### config.mk
export PLATFORM = sky130hd
export DESIGN_NAME = smm_mac
export DESIGN_NICKNAME = d
export VERILOG_FILES = /design/src/rtl/square_matrix_multiply_core_macros.svh /design/src/rtl/smm_pkg.sv /design/src/rtl/smm_mac.sv
export SDC_FILE = /design/constraint.sdc
export NUM_CORES = 2
export LEC_CHECK = 0
export ABC_AREA = 1
export BUFFER_PORTS_ARGS = -buffer_cell sky130_fd_sc_hd__buf_2
export CAP_MARGIN = 5
export CELL_PAD_IN_SITES_DETAIL_PLACEMENT = 1
export CELL_PAD_IN_SITES_GLOBAL_PLACEMENT = 1
export CORE_MARGIN = 10
export CORE_UTILIZATION = 35
export DETAILED_ROUTE_END_ITERATION = 10
export PLACE_DENSITY_LB_ADDON = 0.08
export SYNTH_ARGS = -nofsm -noshare
export SYNTH_HDL_FRONTEND = slang
export SYNTH_SLANG_ARGS = --single-unit
### constraint.sdc
create_clock -name clk -period 2.8 [get_ports clk]
set_clock_uncertainty 0.1 [all_clocks]
set_input_delay 0.14 -clock clk [delete_from_list [all_inputs] [get_ports clk]]
set_output_delay 0.14 -clock clk [all_outputs]
set_load 0.005 [all_outputs]
### src/rtl/square_matrix_multiply_core_macros.svh
// Assertion macros shared by the square matrix multiply RTL.
// No dependencies; included by smm_seq, the only module that carries assertions.
`ifndef SQUARE_MATRIX_MULTIPLY_CORE_MACROS_SVH
`define SQUARE_MATRIX_MULTIPLY_CORE_MACROS_SVH

// Same-cycle implication, disabled while reset is asserted.
`define SMM_ASSERT_NOW(lbl, clk, rst_n, ante, cons, msg) \
	lbl: assert property (@(posedge clk) disable iff (!rst_n) (ante) |-> (cons)) \
		else $error(msg);

// Next-cycle implication, disabled while reset is asserted.
`define SMM_ASSERT_NEXT(lbl, clk, rst_n, ante, cons, msg) \
	lbl: assert property (@(posedge clk) disable iff (!rst_n) (ante) |=> (cons)) \
		else $error(msg);

`endif

### src/rtl/smm_pkg.sv
// Shared types and constants for the square matrix multiply core.
// No dependencies; imported by every module of the block.
package smm_pkg;

	// Field widths fixed by the interface.
	localparam int IDX_W  = 3;
	localparam int DIM_W  = 4;
	localparam int DATA_W = 32;
	localparam int PROD_W = 2 * DATA_W;
	// Exact sum of up to eight products.
	localparam int ACC_W  = PROD_W + 3;
	localparam int FRAC_W = 16;

	localparam logic [DIM_W-1:0] DIM_RESET = 4'd8;

	// Command codes of an input transaction.
	localparam logic [1:0] CMD_WR_A    = 2'd0;
	localparam logic [1:0] CMD_WR_B    = 2'd1;
	localparam logic [1:0] CMD_COMPUTE = 2'd2;

	// Sequencer states.
	typedef enum logic [1:0] {
		SEQ_IDLE,
		SEQ_WAIT,
		SEQ_ISSUE,
		SEQ_DRAIN
	} seq_state_t;

	// Control that travels alongside one multiply-accumulate step.
	typedef struct packed {
		logic vld;
		logic first;
		logic last;
	} mac_ctl_t;

endpackage

### src/rtl/smm_mac.sv
// Shared multiply-accumulate unit with saturating Q16.16 truncation of the sum.
// Depends on smm_pkg; fed by the element stores under the sequencer's control.
module smm_mac
	import smm_pkg::*;
(
	input  logic              clk,
	input  logic              arst_n,
	input  mac_ctl_t          ctl,
	input  logic [DATA_W-1:0] a_val,
	input  logic [DATA_W-1:0] b_val,
	output logic              done,
	output logic [DATA_W-1:0] res_value,
	output logic              res_sat
);

	mac_ctl_t          ctl_s1;
	mac_ctl_t          ctl_s2;
	logic [PROD_W-1:0] prod_s2;
	logic [ACC_W-1:0]  acc_q;
	logic              done_q;
	logic              sat_hi;
	logic              sat_lo;

	// Control pipeline, aligned with the store read and the product register.
	always_ff @(posedge clk or negedge arst_n) begin
		if (!arst_n) begin
			ctl_s1 <= '0;
			ctl_s2 <= '0;
			done_q <= 1'b0;
		end else begin
			ctl_s1 <= ctl;
			ctl_s2 <= ctl_s1;
			done_q <= ctl_s2.vld && ctl_s2.last;
		end
	end

	// One signed multiply, then an exact wide accumulate.
	always_ff @(posedge clk) begin
		prod_s2 <= PROD_W'($signed(a_val) * $signed(b_val));
		if (ctl_s2.vld) begin
			if (ctl_s2.first) begin
				acc_q <= ACC_W'($signed(prod_s2));
			end else begin
				acc_q <= acc_q + ACC_W'($signed(prod_s2));
			end
		end
	end

	// Arithmetic shift right by the fraction width, then clip to 32 bits.
	always_comb begin
		sat_hi = !acc_q[ACC_W-1] && (|acc_q[ACC_W-2:FRAC_W+DATA_W-1]);
		sat_lo = acc_q[ACC_W-1] && !(&acc_q[ACC_W-2:FRAC_W+DATA_W-1]);
		if (sat_hi) begin
			res_value = {1'b0, {(DATA_W-1){1'b1}}};
		end else if (sat_lo) begin
			res_value = {1'b1, {(DATA_W-1){1'b0}}};
		end else begin
			res_value = acc_q[FRAC_W+DATA_W-1:FRAC_W];
		end
	end

	assign res_sat = sat_hi || sat_lo;
	assign done    = done_q;

endmodule

; ---- Yosys cells after proc, flatten, opt, wreduce, memory -nomap -nowiden
; Index checks and enable logic that the tools add are counted.
[word_totals]
latchBits = 0
output_inout_bits = 34
mem_count = 0
ramBits = 0
romBits = 0
regBits = 138
word_cells = 22
[classes]
magnitude_cmp = 0
reduce_logical = 8
mux = 3
multipliers = 1
div = 0
eq_ne = 0
add_sub_neg = 1
bitwise = 0
shift = 0
[ops]
columns = op, count
row1 = $add 67x67->67, 1
row2 = $mux 67, 1
row3 = $mul 32x32->64, 1
row4 = $mux 32, 2
row5 = $reduce_and 19->1, 1
row6 = $reduce_or 19->1, 1
row7 = $logic_and 1x1->1, 3
row8 = $logic_not 1->1, 2
row9 = $logic_or 1x1->1, 1

; ---- Logic depth before layout (Yosys ltp)
[logic_depth]
ltp_word = 5
mapped_depth = 30
ltp_nobuf = 29

; ---- Worst setup path after synthesis
; OpenSTA, ideal clock, no wires.
[synth_path]
path_type = input-to-reg
start = input port a_val[31]
end = register prod_s2[63]
arrival_ns = 6.834
setup_time_ns = 0.058
required_ns = 2.642
stages = 27
path_buffers = 1
path_slack_ns = -4.192
path_cell_list = clkbuf_1 -> nand2_1 -> inv_1 -> fa_1 -> inv_1 -> fa_1 -> fa_1 -> inv_1 -> fa_1 -> inv_1 -> fa_1 -> inv_1 -> fa_1 -> inv_1 -> fa_1 -> inv_1 -> fa_1 -> ha_1 -> a21o_1 -> a31oi_1 -> o21ai_0 -> and2_1 -> nor2_1 -> nand2_1 -> a21oi_1 -> nand2_1 -> nand2_1
[synth_via]
elab_chain_cells = 1
[synth_lines]
columns = element, line
row1 = start: declaration, smm_mac.sv:9  ; input logic [DATA_W-1:0] a_val,
row2 = $mul 32x32->64, smm_mac.sv:39  ; prod_s2 <= PROD_W'($signed(a_val) * $signed(b_val));
row3 = end signal: assignment, smm_mac.sv:39
row4 = end: declaration, smm_mac.sv:18  ; logic [PROD_W-1:0] prod_s2;
; No other way between the ends.
; A chain may end at the register's enable or synchronous reset.

; ---- Final worst setup path
[layout_path]
start = input port b_val[9]
end = register prod_s2[39]
[layout_via]
elab_chain_cells = 1
[layout_lines]
columns = element, line
row1 = start: declaration, smm_mac.sv:10  ; input logic [DATA_W-1:0] b_val,
row2 = $mul 32x32->64, smm_mac.sv:39
; No other way between the ends.

==> results.cfg <==
[outcome]
status = complete, but fails checks
failed_checks = negative setup slack

[clocking]
htree_levels = 4
clk_path_buf_depth = 2
root_buffer = clkbuf_16
cts_buffers = 17
tritoncts = built
clock_sinks = 138
clk_pin_slew_worst_paths_ps = 70
clock_latency_ps = 480

[cells_and_area]
fin_nets = 8480
drive_above_1_share = 0.2622
area_delta_synth_final_pct = 33.27
fillers = 16070

[yosys]
yosysSeqAreaShare = 0.07209
syn_inst = 6326
syn_nets = 7728
synth_cell_types = 48
syn_area_per_cell_um2 = 7.605
synth.ff_latch_count = 138
syn-cell-area_um2 = 48110
yosysWarnings = 0
synth_ff_type = edfxtp_1
async_flop_share = 0.05072
synth_edf_count = 67

[drt]
wl_per_cell_um = 21.48
vias_per_cell = 4.798
ant_nets = 0
drcViolationCount = 0
vias = 42570
wl_um = 190600
drt_iter0_markers = 2193
first_pass_iters = 5

[worst_hold_path]
hp-class = input port to flop

[flow_run]
cap_violations = 0

[floorplanning]
die_w_um = 390.7
ios = 103
fp-row-count = 135
core_area_um2 = 136000
die_area_um2 = 152700
initial_core_util = 0.3538
die_y_um = 390.7

[critical_path]
crit_type = input port to flop
required_ps = 3090
worstPathMaxFanout = 7
end_kind = flop
worst-endpoint-arrival_ps = 6660
setup.worst_path.start_class = input port

[placement]
io_buffers = 102
dp_hpwl_um = 156900
gp_congestion = 0.9077

[global_route]
grt_pass1_vias = 47590
grt_overflow = 0
grt_max_degree = 79
grt_pass1_wl_um = 287400
antenna_found_initial = 3
gr-usage-all-layers = 0.2450

[sta]
hold_slack_ps = 160.8
clock.fmax_mhz = 156.9
rsz0062_at_grt = yes
drv_slew = 0
period_needed_ps = 6374
relSlewSlack = 0.5456
final-setup-viol-count = 60
max_slew.worst_pin.slew_ps = 681.6
finalCritPeriodShare = 2.276
hold_violations = 0
fin_ws_ps = -3574
## cells in the mapped netlist (all sizes together) (9+ instances only)
library cell,number,area (µm²)
nor2,309,1207
inv,1814,6809
or2,25,156.4
xor2,45,394.1
o21bai,27,202.7
o21ai,96,480.5
nor3,21,110.1
a21o,13,98.85
nor4,18,155.1
dfxtp,64,1281
nand4,33,206.5
nand3b,23,172.7
clkbuf,206,773.2
xnor2,23,201.4
nand3,141,740.7
a21boi,9,67.57
edfxtp,67,2012
fa,1083,21680
a21oi,163,830.8
ha,250,3128
nand2,1858,7019
## area by class of cell
type | instances | area [µm²] | area share
Antenna cell | 1 | 2.502 | 0.00003903
Clock buffer | 20 | 467.9 | 0.007298
Clock inverter | 12 | 136.4 | 0.002127
Inverter | 1814 | 6869 | 0.1071
Multi-Input combinational cell | 4161 | 41220 | 0.6428
Sequential cell | 138 | 3472 | 0.05415
Tap cell | 1781 | 2228 | 0.03476
Timing Repair Buffer | 946 | 9724 | 0.1517
## per-layer routing
metal / GRT usage / routed length, µm / vias up
li1: - / - / 19540
met1: 0.3312 / 85520 / 22190
met2: 0.4316 / 94380 / 655
met3: 0.01685 / 6307 / 190
met4: 0.04671 / 4387 / 0
met5: 0 / 0 / -
## repair_timing
| action | 4_1_cts | 5_1_grt |
|---|---|---|
| hold buffers | 5 | 0 |
| buffers inserted | 97 | 68 |
| pin swaps | 290 | 311 |
| cloned | 20 | 9 |
| endpoints found under the hold margin | 10 | 0 |
| gates resized for setup | 658 | 533 |
| endpoints found under the setup margin | 90 | 121 |
## path summary, 6_finish.rpt
kind                       cells past startpoint           to  slack (ps)         from
max in group asynchronous                      3    ctl_s2[1]        1750       arst_n
max reg2reg                                   12    acc_q[65]          10  prod_s2[63]
min                                            4   prod_s2[0]         160     a_val[0]
min reg2reg                                    0    ctl_s2[2]         250    ctl_s1[2]
min in group asynchronous                      3    ctl_s1[0]         580       arst_n
max                                           26  prod_s2[39]       -3570     b_val[9]
## stage by stage
stage	instances	instance area, µm²	utilization	worst slack, ps	TNS (ps)
after global routing	8872	64110	0.4715	-3746	-195330
after floorplan	6326	50280	-	-3877	-167850
after global placement	8650	57150	0.4203	-4382	-224810
final	8873	64120	0.4715	-3574	-182510
after CTS	8802	61560	0.4527	-3553	-179510
after detailed placement	8650	57150	0.4203	-4455	-227260
## sequential cells by signal (all words and copies together), names as in the netlist
| register | cells |
|---|---|
| ctl_s2 | 3 |
| ctl_s1 | 3 |
| prod_s2 | 64 |
| done | 1 |
| acc_q | 67 |
## critical path, stage by stage
cell and delay [ps]:
buf_8 110, buf_12 140, buf_6 120, buf_12 140, buf_6 120, nand2_4 40
fa_1 440, fa_1 600, fa_2 460, fa_1 530, inv_2 50, fa_2 600
fa_2 460, fa_2 630, fa_1 440, ha_4 330, nand2_4 80, nor2_4 120
inv_4 60, buf_12 130, nor4_4 280, nand2_1 130, nand2_4 140, nand2_2 60
nand2_2 70, xor2_2 190
## placed cells by master (no fill, tap or decap), types with 10 or more instances in the layout
cell type     n
xor2_1       34
edfxtp_1     67
buf_6       110
a21oi_1      96
xor2_2       10
nand2_4      62
fa_2        107
o21bai_1     19
nand3b_1     23
clkbuf_16    27
nand4_1      33
a21oi_4      34
nand2_2     111
nor2_2       48
buf_8        27
nand3_2      25
buf_4       594
inv_4        22
fa_1        976
nor2_4       80
nand3_1     109
o21ai_2      20
o21ai_0      41
o21ai_1      18
buf_12      127
dfxtp_1      63
nand2_1    1678
a21oi_2      33
nor4_1       11
ha_1        172
or2_2        21
inv_2       143
o21ai_4      17
buf_2        55
ha_4         75
nor2_1      181
inv_1      1648
buf_16       13
xnor2_1      19
## logic make-up (layout without fill, tap and decap cells)
| family | Yosys count | after routing | synth area share |
|---|---|---|---|
| AOI/OAI and AO/OA | 327 | 327 | 0.03784 |
| xor gates and xnor gates | 68 | 68 | 0.01238 |
| adders and majority gates | 1333 | 1333 | 0.5157 |
| buffers and inverters | 2027 | 2792 | 0.1583 |
| DFF | 138 | 138 | 0.07209 |
| other | 0 | 1 | 0 |
| and+or+nand+nor | 2433 | 2433 | 0.2037 |
Power is left out: the tool's default activity adds up to more than one toggle a clock period on the data nets, which glitch-free logic cannot reach.
