$ cat src/rtl/square_matrix_multiply_core_macros.svh
// Assertion macros shared by the square matrix multiply RTL.
// No dependencies; included by smm_seq, the only module that carries assertions.
`ifndef SQUARE_MATRIX_MULTIPLY_CORE_MACROS_SVH
`define SQUARE_MATRIX_MULTIPLY_CORE_MACROS_SVH

// Same-cycle implication, disabled while reset is asserted.
`define SMM_ASSERT_NOW(lbl, clk, rst_n, ante, cons, msg) \
	lbl: assert property (@(posedge clk) disable iff (!rst_n) (ante) |-> (cons)) \
		else $error(msg);

// Next-cycle implication, disabled while reset is asserted.
`define SMM_ASSERT_NEXT(lbl, clk, rst_n, ante, cons, msg) \
	lbl: assert property (@(posedge clk) disable iff (!rst_n) (ante) |=> (cons)) \
		else $error(msg);

`endif

$ cat src/rtl/smm_pkg.sv
// Shared types and constants for the square matrix multiply core.
// No dependencies; imported by every module of the block.
package smm_pkg;

	// Field widths fixed by the interface.
	localparam int IDX_W  = 3;
	localparam int DIM_W  = 4;
	localparam int DATA_W = 32;
	localparam int PROD_W = 2 * DATA_W;
	// Exact sum of up to eight products.
	localparam int ACC_W  = PROD_W + 3;
	localparam int FRAC_W = 16;

	localparam logic [DIM_W-1:0] DIM_RESET = 4'd8;

	// Command codes of an input transaction.
	localparam logic [1:0] CMD_WR_A    = 2'd0;
	localparam logic [1:0] CMD_WR_B    = 2'd1;
	localparam logic [1:0] CMD_COMPUTE = 2'd2;

	// Sequencer states.
	typedef enum logic [1:0] {
		SEQ_IDLE,
		SEQ_WAIT,
		SEQ_ISSUE,
		SEQ_DRAIN
	} seq_state_t;

	// Control that travels alongside one multiply-accumulate step.
	typedef struct packed {
		logic vld;
		logic first;
		logic last;
	} mac_ctl_t;

endpackage

$ cat src/rtl/smm_seq.sv
// Sequencer that walks the product element by element and issues store reads.
// Depends on smm_pkg and the assertion macros; drives the stores and smm_mac.
`include "square_matrix_multiply_core_macros.svh"
module smm_seq
	import smm_pkg::*;
#(
	parameter int MAX_DIM = 8,
	parameter int AW      = 6
) (
	input  logic             clk,
	input  logic             arst_n,
	input  logic             start,
	input  logic [DIM_W-1:0] dim,
	input  logic             out_free,
	input  logic             done,
	output logic             idle,
	output mac_ctl_t         ctl,
	output logic [AW-1:0]    a_addr,
	output logic [AW-1:0]    b_addr,
	output logic [IDX_W-1:0] cur_row,
	output logic [IDX_W-1:0] cur_col,
	output logic             cur_last
);

	seq_state_t       state_q;
	seq_state_t       state_d;
	logic [DIM_W-1:0] n_q;
	logic [IDX_W-1:0] i_q;
	logic [IDX_W-1:0] j_q;
	logic [IDX_W-1:0] k_q;
	logic [DIM_W-1:0] n_act;
	logic             k_end;
	logic             i_end;
	logic             elem_last;

	// Clamp the configured size into the range the stores hold.
	always_comb begin
		if (dim == '0) begin
			n_act = DIM_W'(1);
		end else if (int'(dim) > MAX_DIM) begin
			n_act = DIM_W'(MAX_DIM);
		end else begin
			n_act = dim;
		end
	end

	assign k_end     = ({1'b0, k_q} == n_q - DIM_W'(1));
	assign i_end     = ({1'b0, i_q} == n_q - DIM_W'(1));
	assign elem_last = i_end && ({1'b0, j_q} == n_q - DIM_W'(1));

	// Next-state logic.
	always_comb begin
		state_d = state_q;
		case (state_q)
			SEQ_IDLE: begin
				if (start) begin
					state_d = SEQ_WAIT;
				end
			end
			SEQ_WAIT: begin
				if (out_free) begin
					state_d = SEQ_ISSUE;
				end
			end
			SEQ_ISSUE: begin
				if (k_end) begin
					state_d = SEQ_DRAIN;
				end
			end
			SEQ_DRAIN: begin
				if (done) begin
					state_d = elem_last ? SEQ_IDLE : SEQ_WAIT;
				end
			end
			default: state_d = SEQ_IDLE;
		endcase
	end

	// Outputs: one read of A(i,k) and B(k,j) per step while issuing.
	always_comb begin
		idle      = (state_q == SEQ_IDLE);
		ctl.vld   = (state_q == SEQ_ISSUE);
		ctl.first = (k_q == '0);
		ctl.last  = k_end;
		a_addr    = AW'(int'(k_q) * MAX_DIM + int'(i_q));
		b_addr    = AW'(int'(j_q) * MAX_DIM + int'(k_q));
		cur_row   = i_q;
		cur_col   = j_q;
		cur_last  = elem_last;
	end

	// State and loop counters: column outer, row inner, k innermost.
	always_ff @(posedge clk or negedge arst_n) begin
		if (!arst_n) begin
			state_q <= SEQ_IDLE;
			n_q     <= DIM_RESET;
			i_q     <= '0;
			j_q     <= '0;
			k_q     <= '0;
		end else begin
			state_q <= state_d;
			case (state_q)
				SEQ_IDLE: begin
					if (start) begin
						n_q <= n_act;
						i_q <= '0;
						j_q <= '0;
					end
				end
				SEQ_WAIT: begin
					k_q <= '0;
				end
				SEQ_ISSUE: begin
					if (!k_end) begin
						k_q <= k_q + IDX_W'(1);
					end
				end
				SEQ_DRAIN: begin
					if (done && !elem_last) begin
						if (i_end) begin
							i_q <= '0;
							j_q <= j_q + IDX_W'(1);
						end else begin
							i_q <= i_q + IDX_W'(1);
						end
					end
				end
				default: begin
					k_q <= '0;
				end
			endcase
		end
	end

	`SMM_ASSERT_NOW(a_done_in_drain, clk, arst_n, done, state_q == SEQ_DRAIN, "Result outside drain")
	`SMM_ASSERT_NOW(a_done_out_free, clk, arst_n, done, out_free, "Result while output is full")
	`SMM_ASSERT_NOW(a_k_in_range, clk, arst_n, ctl.vld, DIM_W'(k_q) < n_q, "Inner index too large")
	`SMM_ASSERT_NEXT(a_start_busy, clk, arst_n, start && idle, !idle, "Idle after compute")

endmodule
$ cat config.mk
export PLATFORM = sky130hd
export DESIGN_NAME = smm_seq
export DESIGN_NICKNAME = d
export VERILOG_FILES = /design/src/rtl/smm_pkg.sv /design/src/rtl/smm_seq.sv
export VERILOG_INCLUDE_DIRS = /design/src /design/src/rtl
export SDC_FILE = /design/constraint.sdc
export NUM_CORES = 1
export LEC_CHECK = 0
export ABC_AREA = 1
export BUFFER_PORTS_ARGS = -buffer_cell sky130_fd_sc_hd__buf_4
export CORE_MARGIN = 2
export CORE_UTILIZATION = 53
export DETAILED_ROUTE_END_ITERATION = 6
export GPL_TIMING_DRIVEN = 0
export PLACE_DENSITY_LB_ADDON = 0.15
export RECOVER_POWER = 100
export SKIP_CTS_REPAIR_TIMING = 1
export SLEW_MARGIN = 20
export SYNTH_ARGS = -nofsm -noshare
export SYNTH_HDL_FRONTEND = slang
export SYNTH_SLANG_ARGS = --single-unit
$ cat constraint.sdc
create_clock -name clk -period 2.6 [get_ports clk]
set_clock_uncertainty 0.05 [all_clocks]
set_input_delay 0.52 -clock clk [delete_from_list [all_inputs] [get_ports clk]]
set_output_delay 0.52 -clock clk [all_outputs]
set_load 0.005 [all_outputs]
# After elaboration in Yosys (flattened, before gate mapping)
# Index checks and enable logic that the tools add are counted.
dict set report classes {
  add_sub_neg 6
  magnitude_cmp 1
  n_eq_ne 13
  mux 17
  reduce_logical 13
}
# cell n
set op_table {}
lappend op_table {{$mux 3} 6}
lappend op_table {{$pmux 3 s2} 3}
lappend op_table {{$add 6x3->6} 2}
lappend op_table {{$eq 3x4->1} 3}
lappend op_table {{$ne 2x2->1 const B} 6}
lappend op_table {{$add 3x1->3 const B} 3}
lappend op_table {{$mux 2} 4}
lappend op_table {{$mux 4} 2}
lappend op_table {{$pmux 2 s4} 1}
lappend op_table {{$reduce_and 4->1} 2}
lappend op_table {{$eq 2x2->1 const B} 2}
lappend op_table {{$gt 4x4->1 const B} 1}
lappend op_table {{$logic_not 4->1} 1}
lappend op_table {{$reduce_and 2->1} 2}
lappend op_table {{$reduce_bool 2->1} 2}
lappend op_table {{$sub 4x1->4 const B} 1}
lappend op_table {{$logic_not 3->1} 1}
lappend op_table {{$reduce_and 3->1} 1}
lappend op_table {{$eq 2x1->1 const B} 1}
lappend op_table {{$logic_and 1x1->1} 2}
lappend op_table {{$logic_not 2->1} 1}
lappend op_table {{$ne 2x1->1 const B} 1}
lappend op_table {{$logic_not 1->1} 1}
lappend op_table {{$mux 1} 1}
dict set report totals {
  reg_bits 15
  input_bits 9
  out_inout_bits 23
  word_cells 55
}

# Longest topological paths before layout
dict set report logic_depth {
  word_depth 7
  mapped_depth 13
}

# Worst setup path before layout
# No wires, ideal clock.
dict set report synth_timing {
  kind {register -> output}
  startpoint {register n_q[0]}
  endpoint {output cur_last}
  t_arrival_ns 1.378
  required_ns 2.030
  path_slack_ns 0.652
  stages_incl_launch_ff 8
  cell_sequence {dfrtp_1 -> inv_2 -> ha_1 -> xor2_1 -> nand2_1 -> nor2_1 -> nand2_1 -> inv_1}
}
dict set report synth_between {
  elab_chain_cells 3
}
# item line_no
set synth_lines {}
lappend synth_lines {{from (decl)} smm_seq.sv:27} ;# logic [DIM_W-1:0] n_q;
lappend synth_lines {{from (signal assigned)} smm_seq.sv:105} ;# n_q <= n_act;
lappend synth_lines {{$sub 4x1->4 *} {smm_seq.sv:48, smm_seq.sv:49}}
lappend synth_lines {{$eq 3x4->1 (on tied branches)} {smm_seq.sv:48, smm_seq.sv:49}}
lappend synth_lines {{$logic_and 1x1->1 *} smm_seq.sv:49} ;# assign elem_last = i_end && ({1'b0, j_q} == n_q - DIM_W'(1));
lappend synth_lines {{to (decl)} smm_seq.sv:22} ;# output logic cur_last
# Mark *: on every way between the ends. The rest lies on a longest branch, timed or not.

# Worst setup path in the final report
dict set report layout_timing {
  startpoint {register n_q[0]}
  endpoint {output ctl[0] (netlist name)}
}
dict set report layout_between {
  elab_chain_cells 2
}
# item line_no
set layout_lines {}
lappend layout_lines {{$sub 4x1->4} smm_seq.sv:47} ;# assign k_end = ({1'b0, k_q} == n_q - DIM_W'(1));
lappend layout_lines {{$eq 3x4->1} smm_seq.sv:47}
lappend layout_lines {{to (decl)} smm_seq.sv:17} ;# output mac_ctl_t ctl,
# No other way between the ends.

==> results by group <==
STA
  – Slew headroom: 42.8%
  – Max-slew violation count: 0
  – Worst-Margin Slew: 0.858 ns
  – Setup TNS: 0 ns
  – RSZ-0062 raised after global routing: no
  – Tmin final: 2.39 ns
  – Final setup viols: 0
  – Period utilization: 92.0%
  – Hold Vio Cnt, Final: 0
  – Highest clock rate: 0.418 GHz
  – Final worst slack: 0.209 ns

Power and ir drop
  – P_leak: 0.835 nW
  – Pwr/cell area: 1070 nW/um2
  – IR drop worst, VDD: 0.706 mV

Logic synthesis
  – Post-Syn Area: 1180 um2
  – Synth warnings: 0
  – Post-synth top cells: nand2_1 (45), inv_1 (25), dfrtp_1 (14)
  – Post-synthesis register bit count: 15
  – EDFF count, synth: 0
  – Post-synth ARST share: 100%
  – Cell taking the most area after synthesis: dfrtp_1
  – Ranking of synthesized cells by area: dfrtp_1 (30%), nand2_1 (14%), ha_1 (9.5%)
  – Synth Flop Type: dfrtp_1
  – Part of the Yosys area used for sequential elements: 31.8%
  – Syn_nets: 177
  – Synth Area per Inst: 7.44 um2
  – Cells after Synth: 159
  – Synth cell types: 24
  – Cell with the most instances after synthesis: nand2_1
  – Synth top area share: 29.6%

CTS
  – Skew-Pair Late Insertion Delay: 0.29 ns
  – Max H-tree Level: 1
  – Root cell of the clock tree: clkbuf_4
  – CTS tree: built
  – TritonCTS Buffers: 3
  – Clk pin slew, worst setup/hold paths: 0.10 ns
  – CTS Buffer Depth: 2
  – CTS Sinks: 15

Place
  – Port bufs: 31
  – Detailed placement HPWL: 1980 um
  – RD Place Congestion: 0.820
  – Place WS: 0.396 ns

Outcome
  – Status: complete, no violations

Route
  – Initial DRT Pass Iterations: 6
  – Via Count: 1,071
  – DR DRC count: 0
  – Final ANT Viol Nets: 0
  – Routed WL: 2520 um
  – Initial DRC count: 11
  – Vias per cell: 4.82
  – WL/cell: 11.4 um

Global routing
  – Global route overflow: 0
  – Total GRT Usage: 22.0%
  – Initial antenna violation count: 0
  – Vias in the first global route: 1,074
  – Global-route wire length before repair: 4360 um
  – Largest net degree at the start of global routing: 16

Floorplanning
  – FP Rows: 17
  – Die Y: 51.3 um
  – Chip width: 51.3 um
  – Core area: 2170 um2
  – Die area: 2630 um2
  – Initial Util: 54.6%
  – I/O pins: 32

Finish
  – Ant. Diodes: 0
  – Nets@finish: 213
  – P&R area growth vs syn: 24.6%
  – Share of layout cells above drive strength 1: 32.5%

Setup path
  – Sequence of cells on the critical path: inv_2 -> ha_4 -> inv_1 -> nand2_1 -> nand2_1 -> nor2_1 -> nand3_2 -> inv_1 -> clkbuf_4 -> buf_4
  – Max incr delay on CP: 0.42 ns
  – CP max stage cell: dfrtp_2
  – Arr. time, crit path: 1.82 ns
  – Crit path max fanout: 5
  – Required time of the worst setup path: 2.03 ns
  – Worst Path Buf+Inv: 5
  – Startpoint Class: flip-flop
  – Top Family by Delay on Critical Path: buffers and inverters
  – Kind of critical path: flip-flop to primary output
  – Crit. End Element: primary output

Min path
  – Hold WC Path Type: input pin to async pin

Flow run
  – Max-cap violations: 0
## layout make-up
| class | count | area (um2) |
|---|---|---|
| Fill cell | 205 | 694 |
| Multi-Input combinational cell | 106 | 626 |
| Sequential cell | 15 | 378 |
| Timing Repair Buffer | 31 | 229 |
| Inverter | 28 | 105 |
| Buffer | 10 | 75.1 |
| Tap cell | 28 | 35.0 |
| Clock buffer | 3 | 22.5 |
| Clock inverter | 1 | 5.00 |
## cell usage in the layout, fill, tap and decap left out, types with 2 or more instances in the layout
cell type	count
nand3_1	9
o21ai_0	4
buf_4	18
clkbuf_4	25
nand4_1	3
o22ai_1	5
inv_2	3
ha_1	8
o21ai_2	2
nand2_2	4
xor2_1	3
nor2_1	8
dfrtp_1	13
inv_1	25
a21oi_1	3
xnor2_1	3
nand2_1	45
## sequential cells by signal, indices dropped and copies added, names as in the netlist
signal,count
cur_row,3
cur_col,3
state_q,2
k_q,3
n_q,4
## worst paths after layout
check / startpoint / endpoint / slack, ns / cells past startpoint
worst max-delay path: n_q[0] / ctl[0] / 0.21 / 10
max in group asynchronous: arst_n / n_q[0] / 1.66 / 1
min in group clk: n_q[3] / n_q[3] / 0.45 / 2
worst max register to register: state_q[0] / state_q[0] / 0.69 / 9
worst min register to register: n_q[3] / n_q[3] / 0.45 / 2
worst min-delay path: arst_n / cur_row[2] / 0.25 / 1
## routing by layer
metal / wire (um) / GRT usage (%) / vias to the layer above
met5: 0 / 0 / -
met4: 59 / 9.21 / 0
met3: 92 / 2.63 / 7
met2: 1280 / 40.3 / 28
met1: 1090 / 25.8 / 479
li1: - / - / 557
## stage by stage
| step | power (mW) | util (%) | area, um2 | std cells | hold WS (ns) |
|---|---|---|---|---|---|
| 2_1_floorplan | 1.14 | - | 1180 | 159 | 0.174 |
| 3_3_place_gp | 1.42 | 66.9 | 1450 | 218 | 0.335 |
| 3_5_place_dp | 1.46 | 66.9 | 1450 | 218 | 0.343 |
| 4_1_cts | 1.61 | 68.2 | 1480 | 222 | 0.0157 |
| 5_1_grt | 1.75 | 68.0 | 1480 | 222 | 0.314 |
| 6_report | 1.58 | 68.0 | 1480 | 222 | 0.252 |
## power breakdown
group	internal [mW]	switching (mW)
combinational	0.452	0.572
sequential	0.319	0.0982
clock	0.0573	0.0811
total	0.828	0.751
## cells by family after synthesis
family / count (synthesis) / synth area share [%]
simple gates: 75 / 30.4
buf+inv: 38 / 15.2
compound gates: 16 / 8.56
flops: 15 / 31.8
fa+ha+maj: 9 / 9.51
xor+xnor: 6 / 4.44
(Power assumes the default switching activity.)
